<file path="config.mk">
export PLATFORM = sky130hd
export DESIGN_NAME = ccm_front_flat
export DESIGN_NICKNAME = d
export VERILOG_FILES = /design/src/design/ccm_pkg.sv /design/src/design/ccm_if.sv /design/src/design/ccm_front.sv /design/src/flat_wrapper.sv
export SDC_FILE = /design/constraint.sdc
export NUM_CORES = 1
export LEC_CHECK = 0
export BUFFER_PORTS_ARGS = -buffer_cell sky130_fd_sc_hd__buf_4
export CORE_AREA = 2 2 253 255
export DETAILED_ROUTE_END_ITERATION = 6
export DIE_AREA = 0 0 255 257
export REMOVE_ABC_BUFFERS = 1
export SYNTH_ARGS = -nofsm -noshare
export SYNTH_HDL_FRONTEND = slang
export SYNTH_SLANG_ARGS = --single-unit
</file>
<file path="constraint.sdc">
create_clock -name clk_i -period 27.1 [get_ports clk_i]
set_clock_uncertainty 0.1 [all_clocks]
set_input_delay 4.065 -clock clk_i [delete_from_list [all_inputs] [get_ports clk_i]]
set_output_delay 4.065 -clock clk_i [all_outputs]
set_load 0.01 [all_outputs]
</file>
<file path="src/design/ccm_pkg.sv">
`timescale 1ns / 1ps
// ----------------------------------------------------------------------------
// ccm_pkg: shared types, constants and AES helper functions
// Holds opcodes, status codes, the S-box, and round/key-schedule helpers.
// ----------------------------------------------------------------------------
package ccm_pkg;

  localparam int unsigned CcmM = 8;
  localparam int unsigned CcmL = 2;

  localparam logic [1:0] OpStart  = 2'd0;
  localparam logic [1:0] OpData   = 2'd1;
  localparam logic [1:0] OpFinish = 2'd2;

  localparam logic [1:0] StOk       = 2'd0;
  localparam logic [1:0] StTagFail  = 2'd1;
  localparam logic [1:0] StLenFail  = 2'd2;

  localparam logic [2:0] CfgKey0 = 3'd0;
  localparam logic [2:0] CfgKey1 = 3'd1;
  localparam logic [2:0] CfgKey2 = 3'd2;
  localparam logic [2:0] CfgKey3 = 3'd3;
  localparam logic [2:0] CfgKeySize = 3'd4;

  localparam logic [7:0] FlagsB0 = 8'(((CcmM - 2) / 2) * 8 + (CcmL - 1));
  localparam logic [7:0] FlagsA  = 8'(CcmL - 1);

  // Kinds of work handed from front to back.
  typedef enum logic [1:0] {
    JobStart  = 2'd0,
    JobData   = 2'd1,
    JobFinish = 2'd2,
    JobEmpty  = 2'd3
  } job_kind_e;

  typedef struct packed {
    job_kind_e    kind;
    logic         direction;
    logic [39:0]  nonce_hi;
    logic [63:0]  nonce_lo;
    logic [15:0]  msg_len;
    logic [127:0] block;
    logic [4:0]   nbytes;
    logic [63:0]  tag_in;
  } job_t;

  typedef struct packed {
    logic [127:0] data;
    logic [4:0]   nbytes;
    logic [63:0]  tag;
    logic [1:0]   status;
    logic         last;
  } result_t;

  function automatic logic [7:0] sbox(input logic [7:0] a);
    logic [7:0] t [256];
    t = '{
      8'h63,8'h7c,8'h77,8'h7b,8'hf2,8'h6b,8'h6f,8'hc5,8'h30,8'h01,8'h67,8'h2b,8'hfe,8'hd7,8'hab,8'h76,
      8'hca,8'h82,8'hc9,8'h7d,8'hfa,8'h59,8'h47,8'hf0,8'had,8'hd4,8'ha2,8'haf,8'h9c,8'ha4,8'h72,8'hc0,
      8'hb7,8'hfd,8'h93,8'h26,8'h36,8'h3f,8'hf7,8'hcc,8'h34,8'ha5,8'he5,8'hf1,8'h71,8'hd8,8'h31,8'h15,
      8'h04,8'hc7,8'h23,8'hc3,8'h18,8'h96,8'h05,8'h9a,8'h07,8'h12,8'h80,8'he2,8'heb,8'h27,8'hb2,8'h75,
      8'h09,8'h83,8'h2c,8'h1a,8'h1b,8'h6e,8'h5a,8'ha0,8'h52,8'h3b,8'hd6,8'hb3,8'h29,8'he3,8'h2f,8'h84,
      8'h53,8'hd1,8'h00,8'hed,8'h20,8'hfc,8'hb1,8'h5b,8'h6a,8'hcb,8'hbe,8'h39,8'h4a,8'h4c,8'h58,8'hcf,
      8'hd0,8'hef,8'haa,8'hfb,8'h43,8'h4d,8'h33,8'h85,8'h45,8'hf9,8'h02,8'h7f,8'h50,8'h3c,8'h9f,8'ha8,
      8'h51,8'ha3,8'h40,8'h8f,8'h92,8'h9d,8'h38,8'hf5,8'hbc,8'hb6,8'hda,8'h21,8'h10,8'hff,8'hf3,8'hd2,
      8'hcd,8'h0c,8'h13,8'hec,8'h5f,8'h97,8'h44,8'h17,8'hc4,8'ha7,8'h7e,8'h3d,8'h64,8'h5d,8'h19,8'h73,
      8'h60,8'h81,8'h4f,8'hdc,8'h22,8'h2a,8'h90,8'h88,8'h46,8'hee,8'hb8,8'h14,8'hde,8'h5e,8'h0b,8'hdb,
      8'he0,8'h32,8'h3a,8'h0a,8'h49,8'h06,8'h24,8'h5c,8'hc2,8'hd3,8'hac,8'h62,8'h91,8'h95,8'he4,8'h79,
      8'he7,8'hc8,8'h37,8'h6d,8'h8d,8'hd5,8'h4e,8'ha9,8'h6c,8'h56,8'hf4,8'hea,8'h65,8'h7a,8'hae,8'h08,
      8'hba,8'h78,8'h25,8'h2e,8'h1c,8'ha6,8'hb4,8'hc6,8'he8,8'hdd,8'h74,8'h1f,8'h4b,8'hbd,8'h8b,8'h8a,
      8'h70,8'h3e,8'hb5,8'h66,8'h48,8'h03,8'hf6,8'h0e,8'h61,8'h35,8'h57,8'hb9,8'h86,8'hc1,8'h1d,8'h9e,
      8'he1,8'hf8,8'h98,8'h11,8'h69,8'hd9,8'h8e,8'h94,8'h9b,8'h1e,8'h87,8'he9,8'hce,8'h55,8'h28,8'hdf,
      8'h8c,8'ha1,8'h89,8'h0d,8'hbf,8'he6,8'h42,8'h68,8'h41,8'h99,8'h2d,8'h0f,8'hb0,8'h54,8'hbb,8'h16};
    return t[a];
  endfunction

  function automatic logic [7:0] xt(input logic [7:0] a);
    return {a[6:0], 1'b0} ^ (a[7] ? 8'h1b : 8'h00);
  endfunction

  function automatic logic [31:0] sub_word(input logic [31:0] w);
    return {sbox(w[31:24]), sbox(w[23:16]), sbox(w[15:8]), sbox(w[7:0])};
  endfunction

  // One AES round on a 128-bit state, byte 0 in the top bits.
  function automatic logic [127:0] aes_round(input logic [127:0] s, input logic [127:0] rk,
                                             input logic final_rnd);
    logic [7:0] sb [16];
    logic [7:0] t [16];
    logic [7:0] a0, a1, a2, a3, al;
    logic [127:0] r;
    for (int i = 0; i < 16; i++) sb[i] = s[127 - 8 * i -: 8];
    for (int c = 0; c < 4; c++)
      for (int row = 0; row < 4; row++)
        t[4 * c + row] = sbox(sb[4 * ((c + row) % 4) + row]);
    if (!final_rnd) begin
      for (int c = 0; c < 4; c++) begin
        a0 = t[4 * c]; a1 = t[4 * c + 1]; a2 = t[4 * c + 2]; a3 = t[4 * c + 3];
        al = a0 ^ a1 ^ a2 ^ a3;
        t[4 * c]     = a0 ^ al ^ xt(a0 ^ a1);
        t[4 * c + 1] = a1 ^ al ^ xt(a1 ^ a2);
        t[4 * c + 2] = a2 ^ al ^ xt(a2 ^ a3);
        t[4 * c + 3] = a3 ^ al ^ xt(a3 ^ a0);
      end
    end
    for (int i = 0; i < 16; i++) r[127 - 8 * i -: 8] = t[i];
    return r ^ rk;
  endfunction

endpackage

</file>
<file path="src/design/ccm_if.sv">
`timescale 1ns / 1ps
// ----------------------------------------------------------------------------
// ccm_if: valid/ready channel interfaces
// Input, result and configuration channels of the CCM engine.
// ----------------------------------------------------------------------------
interface ccm_in_if;
  logic        valid;
  logic        ready;
  logic [1:0]  op;
  logic        direction;
  logic [39:0] nonce_hi;
  logic [63:0] nonce_lo;
  logic [15:0] msg_len;
  logic [63:0] block_hi;
  logic [63:0] block_lo;
  logic [4:0]  block_bytes;
  logic [63:0] tag_in;
  modport source (output valid, op, direction, nonce_hi, nonce_lo, msg_len, block_hi,
                  block_lo, block_bytes, tag_in, input ready);
  modport sink (input valid, op, direction, nonce_hi, nonce_lo, msg_len, block_hi,
                block_lo, block_bytes, tag_in, output ready);
endinterface


</file>
<file path="src/design/ccm_front.sv">
`timescale 1ns / 1ps
// ----------------------------------------------------------------------------
// ccm_front: input classifier and job queue
// Decode transactions into jobs (dropping bad ops and ops outside a message); hold up to two.
// ----------------------------------------------------------------------------
module ccm_front (
  input  logic          clk_i,
  input  logic          rst_ni,
  ccm_in_if.sink        in_if,
  output logic          job_valid_o,
  input  logic          job_ready_i,
  output ccm_pkg::job_t job_o
);
  localparam int unsigned Depth = 2;

  ccm_pkg::job_t job_mem [Depth];
  logic          wr_ptr_q, rd_ptr_q;
  logic [1:0]    cnt_q;
  logic          msg_q;       // tracks open message for drop decisions
  logic          push, pop, drop;
  ccm_pkg::job_t job;
  logic [4:0]    nb;

  always_comb begin
    nb = (in_if.block_bytes > 5'd16) ? 5'd16 : in_if.block_bytes;
    job.direction = in_if.direction;
    job.nonce_hi  = in_if.nonce_hi;
    job.nonce_lo  = in_if.nonce_lo;
    job.msg_len   = in_if.msg_len;
    job.block     = {in_if.block_hi, in_if.block_lo};
    job.nbytes    = nb;
    job.tag_in    = in_if.tag_in;
    drop          = 1'b0;
    case (in_if.op)
      ccm_pkg::OpStart:  job.kind = ccm_pkg::JobStart;
      ccm_pkg::OpData:   job.kind = (nb == 5'd0) ? ccm_pkg::JobEmpty : ccm_pkg::JobData;
      ccm_pkg::OpFinish: job.kind = ccm_pkg::JobFinish;
      default: begin
        job.kind = ccm_pkg::JobEmpty;
        drop     = 1'b1;
      end
    endcase
    if (in_if.op != ccm_pkg::OpStart && !msg_q) drop = 1'b1;
  end

  assign in_if.ready = (cnt_q != 2'(Depth));
  assign push        = in_if.valid && in_if.ready && !drop;
  assign pop         = job_valid_o && job_ready_i;

  always_ff @(posedge clk_i or negedge rst_ni) begin
    if (!rst_ni) begin
      wr_ptr_q <= 1'b0;
      rd_ptr_q <= 1'b0;
      cnt_q    <= '0;
      msg_q    <= 1'b0;
    end else begin
      if (push) wr_ptr_q <= ~wr_ptr_q;
      if (pop)  rd_ptr_q <= ~rd_ptr_q;
      cnt_q <= cnt_q + 2'(push) - 2'(pop);
      if (in_if.valid && in_if.ready && !drop) begin
        if (in_if.op == ccm_pkg::OpStart) msg_q <= 1'b1;
        else if (in_if.op == ccm_pkg::OpFinish) msg_q <= 1'b0;
      end
    end
  end

  always_ff @(posedge clk_i) begin
    if (push) job_mem[wr_ptr_q] <= job;
  end

  assign job_valid_o = (cnt_q != 2'd0);
  assign job_o       = job_mem[rd_ptr_q];
endmodule

</file>
<file path="src/flat_wrapper.sv">
// flat-port wrapper written by rule: the top's interface ports become plain ports
module ccm_front_flat 
  (clk_i, rst_ni, job_valid_o, job_ready_i, job_o, in_if_valid, in_if_op, in_if_direction, in_if_nonce_hi, in_if_nonce_lo, in_if_msg_len, in_if_block_hi, in_if_block_lo, in_if_block_bytes, in_if_tag_in, in_if_ready);
  ccm_in_if in_if_i ();
  input  logic clk_i;
  input  logic rst_ni;
  output logic job_valid_o;
  input  logic job_ready_i;
  output ccm_pkg::job_t job_o;
  input wire logic [$bits(in_if_i.valid)-1:0] in_if_valid;
  input wire logic [$bits(in_if_i.op)-1:0] in_if_op;
  input wire logic [$bits(in_if_i.direction)-1:0] in_if_direction;
  input wire logic [$bits(in_if_i.nonce_hi)-1:0] in_if_nonce_hi;
  input wire logic [$bits(in_if_i.nonce_lo)-1:0] in_if_nonce_lo;
  input wire logic [$bits(in_if_i.msg_len)-1:0] in_if_msg_len;
  input wire logic [$bits(in_if_i.block_hi)-1:0] in_if_block_hi;
  input wire logic [$bits(in_if_i.block_lo)-1:0] in_if_block_lo;
  input wire logic [$bits(in_if_i.block_bytes)-1:0] in_if_block_bytes;
  input wire logic [$bits(in_if_i.tag_in)-1:0] in_if_tag_in;
  output wire logic [$bits(in_if_i.ready)-1:0] in_if_ready;
  assign in_if_i.valid = in_if_valid;
  assign in_if_i.op = in_if_op;
  assign in_if_i.direction = in_if_direction;
  assign in_if_i.nonce_hi = in_if_nonce_hi;
  assign in_if_i.nonce_lo = in_if_nonce_lo;
  assign in_if_i.msg_len = in_if_msg_len;
  assign in_if_i.block_hi = in_if_block_hi;
  assign in_if_i.block_lo = in_if_block_lo;
  assign in_if_i.block_bytes = in_if_block_bytes;
  assign in_if_i.tag_in = in_if_tag_in;
  assign in_if_ready = in_if_i.ready;
  ccm_front u_core (.clk_i(clk_i), .rst_ni(rst_ni), .in_if(in_if_i), .job_valid_o(job_valid_o), .job_ready_i(job_ready_i), .job_o(job_o));
endmodule
</file>
## After elaboration in Yosys (flattened, before gate mapping)

Memory sizes are Yosys's and may differ from the RTL's.
Cells that the tools add are included.

| word-level totals | value |
|---|---|
| register bits after elaboration | 5 |
| bits of input ports | 324 |
| output and inout port bits | 322 |
| bits in read-only memories | 0 |
| memories | 1 |
| RAM bits | 640 |
| bits in latches | 0 |
| logic and storage cells | 35 |

Memory list:

| name | depth | width | rd ports | clocked after Yosys merged registers in | write ports | RTL line | source |
|---|---|---|---|---|---|---|---|
| u_core.job_mem | 2 | 320 | 1 | 0 | 1 | ccm_front.sv:16 | `ccm_pkg::job_t job_mem [Depth];` |

| operators by class | value |
|---|---|
| $mul | 0 |
| magnitude comparators | 1 |
| bitwise logic cells | 2 |
| shift-type cells | 0 |
| equal/unequal tests | 3 |
| div/mod/pow operators | 0 |
| muxes and demuxes | 9 |
| reduce and logical (&&, ||, !) cells | 13 |
| $add $sub $neg | 2 |

Operator list:

| kind | number |
|---|---|
| $mux 1 | 6 |
| $pmux 2 s3 | 1 |
| $reduce_bool 2->1 | 3 |
| $gt 5x5->1 const B | 1 |
| $logic_not 5->1 | 1 |
| $mux 5 | 1 |
| $logic_and 1x1->1 | 4 |
| $reduce_or 3->1 | 1 |
| $add 2x1->2 | 1 |
| $eq 2x1->1 const B | 1 |
| $eq 2x2->1 const B | 1 |
| $logic_not 1->1 | 2 |
| $logic_not 2->1 | 1 |
| $mux 2 | 1 |
| $ne 2x2->1 const B | 1 |
| $not 1->1 | 2 |
| $reduce_and 2->1 | 1 |
| $sub 2x1->2 | 1 |

## Logic depth before layout (Yosys ltp)

| depth | value |
|---|---|
| depth after elaboration | 8 |
| mapped depth | 7 |
| mapped depth without buffers | 7 |

## Worst setup path after synthesis

OpenSTA, ideal clock, no wires.

| path | value |
|---|---|
| path kind | input to register |
| start | input port in_if_op[0] |
| end | memory u_core.job_mem[0][0] (netlist bit), enable pin |
| buffers on the path | 0 |
| required time | 25.991 ns |
| setup slack | 8.312 ns |
| library setup time | 1.009 ns |
| stages on the path | 3 |
| data arrival time | 17.678 ns |
| cells stage by stage | a21boi_0 -> o211ai_2 -> nor2_1 |

| on the way | value |
|---|---|
| cells in the longest elaborated chain, start to end | 8 |
| elaborated cells between the ends (all ways) | 12 |
| classes of those cells | eq/ne: 2; mux: 4; reduce/logical: 6 |

Ends and longest elaborated chain:

| item | RTL line | source |
|---|---|---|
| from (decl) | flat_wrapper.sv:11 | `input wire logic [$bits(in_if_i.op)-1:0] in_if_op;` |
| $eq 2x1->1, or another cell as far along | ccm_front.sv:34 | `case (in_if.op)` |
| $reduce_or 3->1 (no line) | -- |  |
| $mux 1 | ccm_front.sv:34 |  |
| $mux 1 * | ccm_front.sv:43 | `if (in_if.op != ccm_pkg::OpStart && !msg_q) drop = 1'b1;` |
| $logic_not 1->1 * | ccm_front.sv:47 | `assign push = in_if.valid && in_if.ready && !drop;` |
| $logic_and 1x1->1 * | ccm_front.sv:47 |  |
| $mux 1 * | ccm_front.sv:68 | `if (push) job_mem[wr_ptr_q] <= job;` |
| $mux 1 (implied by the code) * | ccm_front.sv:68 |  |
| to (decl) | ccm_front.sv:16 |  |

Mark *: on every way between the ends. The rest lies on a longest branch, timed or not.

==> flow_summary.json <==
{
  "hold_depth": 1,
  "clock_power_share_pct": 27.6,
  "row_count": 92,
  "yosysUniqueCellTypes": 24,
  "setup_viol": 0,
  "avgSynthCellArea_sq_um": 24.11,
  "die_h_um": 257,
  "clock_path_buffers": 3,
  "max_cap_viol_count": 0,
  "maxSlewViolCount": 0,
  "wire_per_inst_um": 22.40,
  "peakVddDrop_v": 0.00009814,
  "antenna_found_initial": 14,
  "cp_cell_sequence": "buf_12 -> buf_4 -> mux2_2 -> buf_4",
  "clock.fmax_mhz": 124.1,
  "slowest_stage": "dfrtp_4",
  "worst_hold_path.endpoint": "u_core.cnt_q[1]$_DFF_PN0_",
  "cts_root_buf": "clkbuf_16",
  "critPathBufInv": 3,
  "grt_use_total_pct": 17.44,
  "nets": 2049,
  "viasPerCell": 4.600,
  "grt_max_degree": 136,
  "r2r_end": "u_core.job_mem[0][156]$_DFFE_PP_",
  "synth_seq_area_share_pct": 77.83,
  "clock_latency_ns": 0.58,
  "worstReg2RegStart": "u_core.cnt_q[1]$_DFF_PN0_",
  "min_period_ns": 8.055,
  "fin_crit_sh_pct": 29.72,
  "slowest_delay_ns": 0.84,
  "die_area_sq_mm": 0.06554,
  "ios": 646,
  "outcome": "finished, final reports clean",
  "grt_pass1_vias": 12979,
  "die_w_um": 255,
  "hold_path.class": "reg2reg",
  "cp-start-kind": "register",
  "path_clk_slew_ns": 0.06,
  "crit_type": "reg2out",
  "drt_iter0_drc": 700,
  "critPathMostFrequentCell": "buf_4",
  "clkSinkCount": 645,
  "combPwrFrac_pct": 32.7,
  "power_leakage_uw": 0.01279,
  "critPathArrivalTime_ns": 3.89,
  "switching_share_pct": 27.69,
  "detail-route-antenna-nets": 0,
  "placed_area_sq_mm": 0.03027,
  "power_density_mw_per_mm2": 104.9,
  "vias": 12076,
  "finalWirelength_mm": 58.81,
  "drive_above_1_share_pct": 61.10,
  "rsz0062_at_grt": "no",
  "critical_path.top_delay_family": "buffers and inverters",
  "synth.ff_latch_count": 645,
  "cts_tree": "done",
  "hold_viol": 0,
  "cp.required_ns": 22.93,
  "postLayoutCellArea_sq_mm": 0.03256,
  "power_uw": 3416,
  "seq_power_share_pct": 39.7,
  "relSlewSlack_pct": 19.67,
  "fin_tns_setup_ns": 0,
  "area_growth_pct": 31.02,
  "grt-ovfl-total": 0,
  "portBuffers": 645,
  "hold_buffers": 0,
  "worstHoldStart": "u_core.cnt_q[1]$_DFF_PN0_",
  "place_hpwl_mm": 41.23,
  "power.switching_uw": 945.8,
  "grt_pass1_wl_mm": 82.98,
  "postCtsSetupRepairBufs": 0,
  "reg2reg_depth": 5,
  "drcViolationCount": 0,
  "htreeDepth": 3,
  "syn_area_sq_mm": 0.02485,
  "path_max_fanout": 135,
  "worst_slew_pin_slew_ns": 1.202,
  "dr.pass1.iters": 6,
  "cts_buffers": 70,
  "yosys_warnings": 0,
  "initial_core_util_pct": 39.62,
  "place_congestion": 0.8035,
  "p_int_uw": 2470,
  "core-area_sq_mm": 0.06274,
  "cts_resized": 0,
  "worstSetupEndpointType": "output pin",
  "worst-r2r-setup-slack_ns": 23.16,
  "syn_inst": 1031
}
layer usage:
metal | part of all wire [%] | global-route usage, % | vias to the layer above
li1 | - | - | 5499
met1 | 34 | 17.41 | 6007
met2 | 52 | 31.02 | 439
met5 | 0.13 | 0 | -
met4 | 3.7 | 7.895 | 12
met3 | 9.8 | 7.566 | 119
cell families (layout without fill, tap and decap cells):
kind of cell	after synthesis	count (layout)	synth area share (%)
simple gates	11	11	0.2518
fa+ha+maj	2	2	0.1007
flops	645	645	77.83
buf+inv	44	784	2.603
mux	320	320	18.88
xor+xnor	4	4	0.1410
other cells	0	8	0
compound gates	5	5	0.1913
sequential cells by signal (all words and copies together) (netlist names):
name	cells
u_core.job_mem	640
u_core.cnt_q	2
u_core.msg_q	1
u_core.rd_ptr_q	1
u_core.wr_ptr_q	1
cell usage in the layout, fill, tap and decap left out, types with 4 or more instances in the layout:
cell type	n
clkinvlp_4	4
mux2_4	290
clkinv_2	10
bufinv_16	10
mux2_2	30
dfrtp_1	4
buf_4	656
diode_2	8
clkbuf_16	70
clkbuf_1	10
inv_1	6
edfxtp_1	640
nor2b_1	4
clkinv_1	12
cell usage after synthesis, drive strengths merged:
library cell,n,area (sq um)
edfxtp,640,19220
mux2,320,4692
buf,36,616.8
inv,6,22.52
dfrtp,5,125.1
nor2b,4,25.02
nor2,3,11.26
xnor2,3,26.28
clkbuf,2,7.510
ha,2,25.02
a21boi,1,7.510
a31oi,1,6.260
a41oi,1,8.760
and2,1,6.260
nand2b,1,6.260
o211ai,1,12.51
o31ai,1,12.51
or2,1,6.260
or4,1,7.510
xor2,1,8.760
power by group through the flow:
stage | Clock [uW] | Sequential, uW | Combinational (uW)
final | 941 | 1360 | 1120
after global routing | 1010 | 1370 | 1190
after CTS | 971 | 1360 | 1140
after detailed placement | 0 | 1380 | 1140
after global placement | 0 | 1370 | 1130
after floorplan | 0 | 1550 | 915
through the flow:
step | setup slack (ns) | hold WS, ns | cells | utilization [%]
after floorplan | 8.312 | 0.3597 | 993 | -
after global placement | 19.21 | 0.3813 | 2497 | 48.25
after detailed placement | 19.18 | 0.3879 | 2497 | 48.25
after CTS | 18.98 | 0.3980 | 2617 | 51.87
after global routing | 18.85 | 0.4300 | 2622 | 51.89
final | 19.05 | 0.3949 | 2625 | 51.90
worst max path at each step:
stage                                start  cells past startpoint                               end
4_1_cts        u_core.rd_ptr_q$_DFFE_PN0P_                      4                          job_o[9]
3_5_place_dp                   in_if_op[0]                      6  u_core.job_mem[0][313]$_DFFE_PP_
5_1_grt        u_core.rd_ptr_q$_DFFE_PN0P_                      4                        job_o[312]
6_report       u_core.rd_ptr_q$_DFFE_PN0P_                      4                          job_o[9]
2_1_floorplan                  in_if_op[0]                      3    u_core.job_mem[0][0]$_DFFE_PP_
3_3_place_gp                   in_if_op[0]                      6    u_core.job_mem[0][2]$_DFFE_PP_
worst register-to-register path, cell delays in order, from the launching register on:
cell	delay (ns)
dfrtp_1	0.39
nand2b_1	0.22
o211ai_2	0.25
nor2_4	0.93
buf_4	0.81
buf_4	0.82
area by class of cell:
type,count,area (sq um)
Timing Repair Buffer,658,4965
Tap cell,846,1059
Fill cell,5083,30170
Clock inverter,40,483.0
Clock buffer,80,1789
Multi-Input combinational cell,342,4877
Inverter,6,22.52
Sequential cell,645,19350
Antenna cell,8,20.02
(Power assumes the default switching activity.)
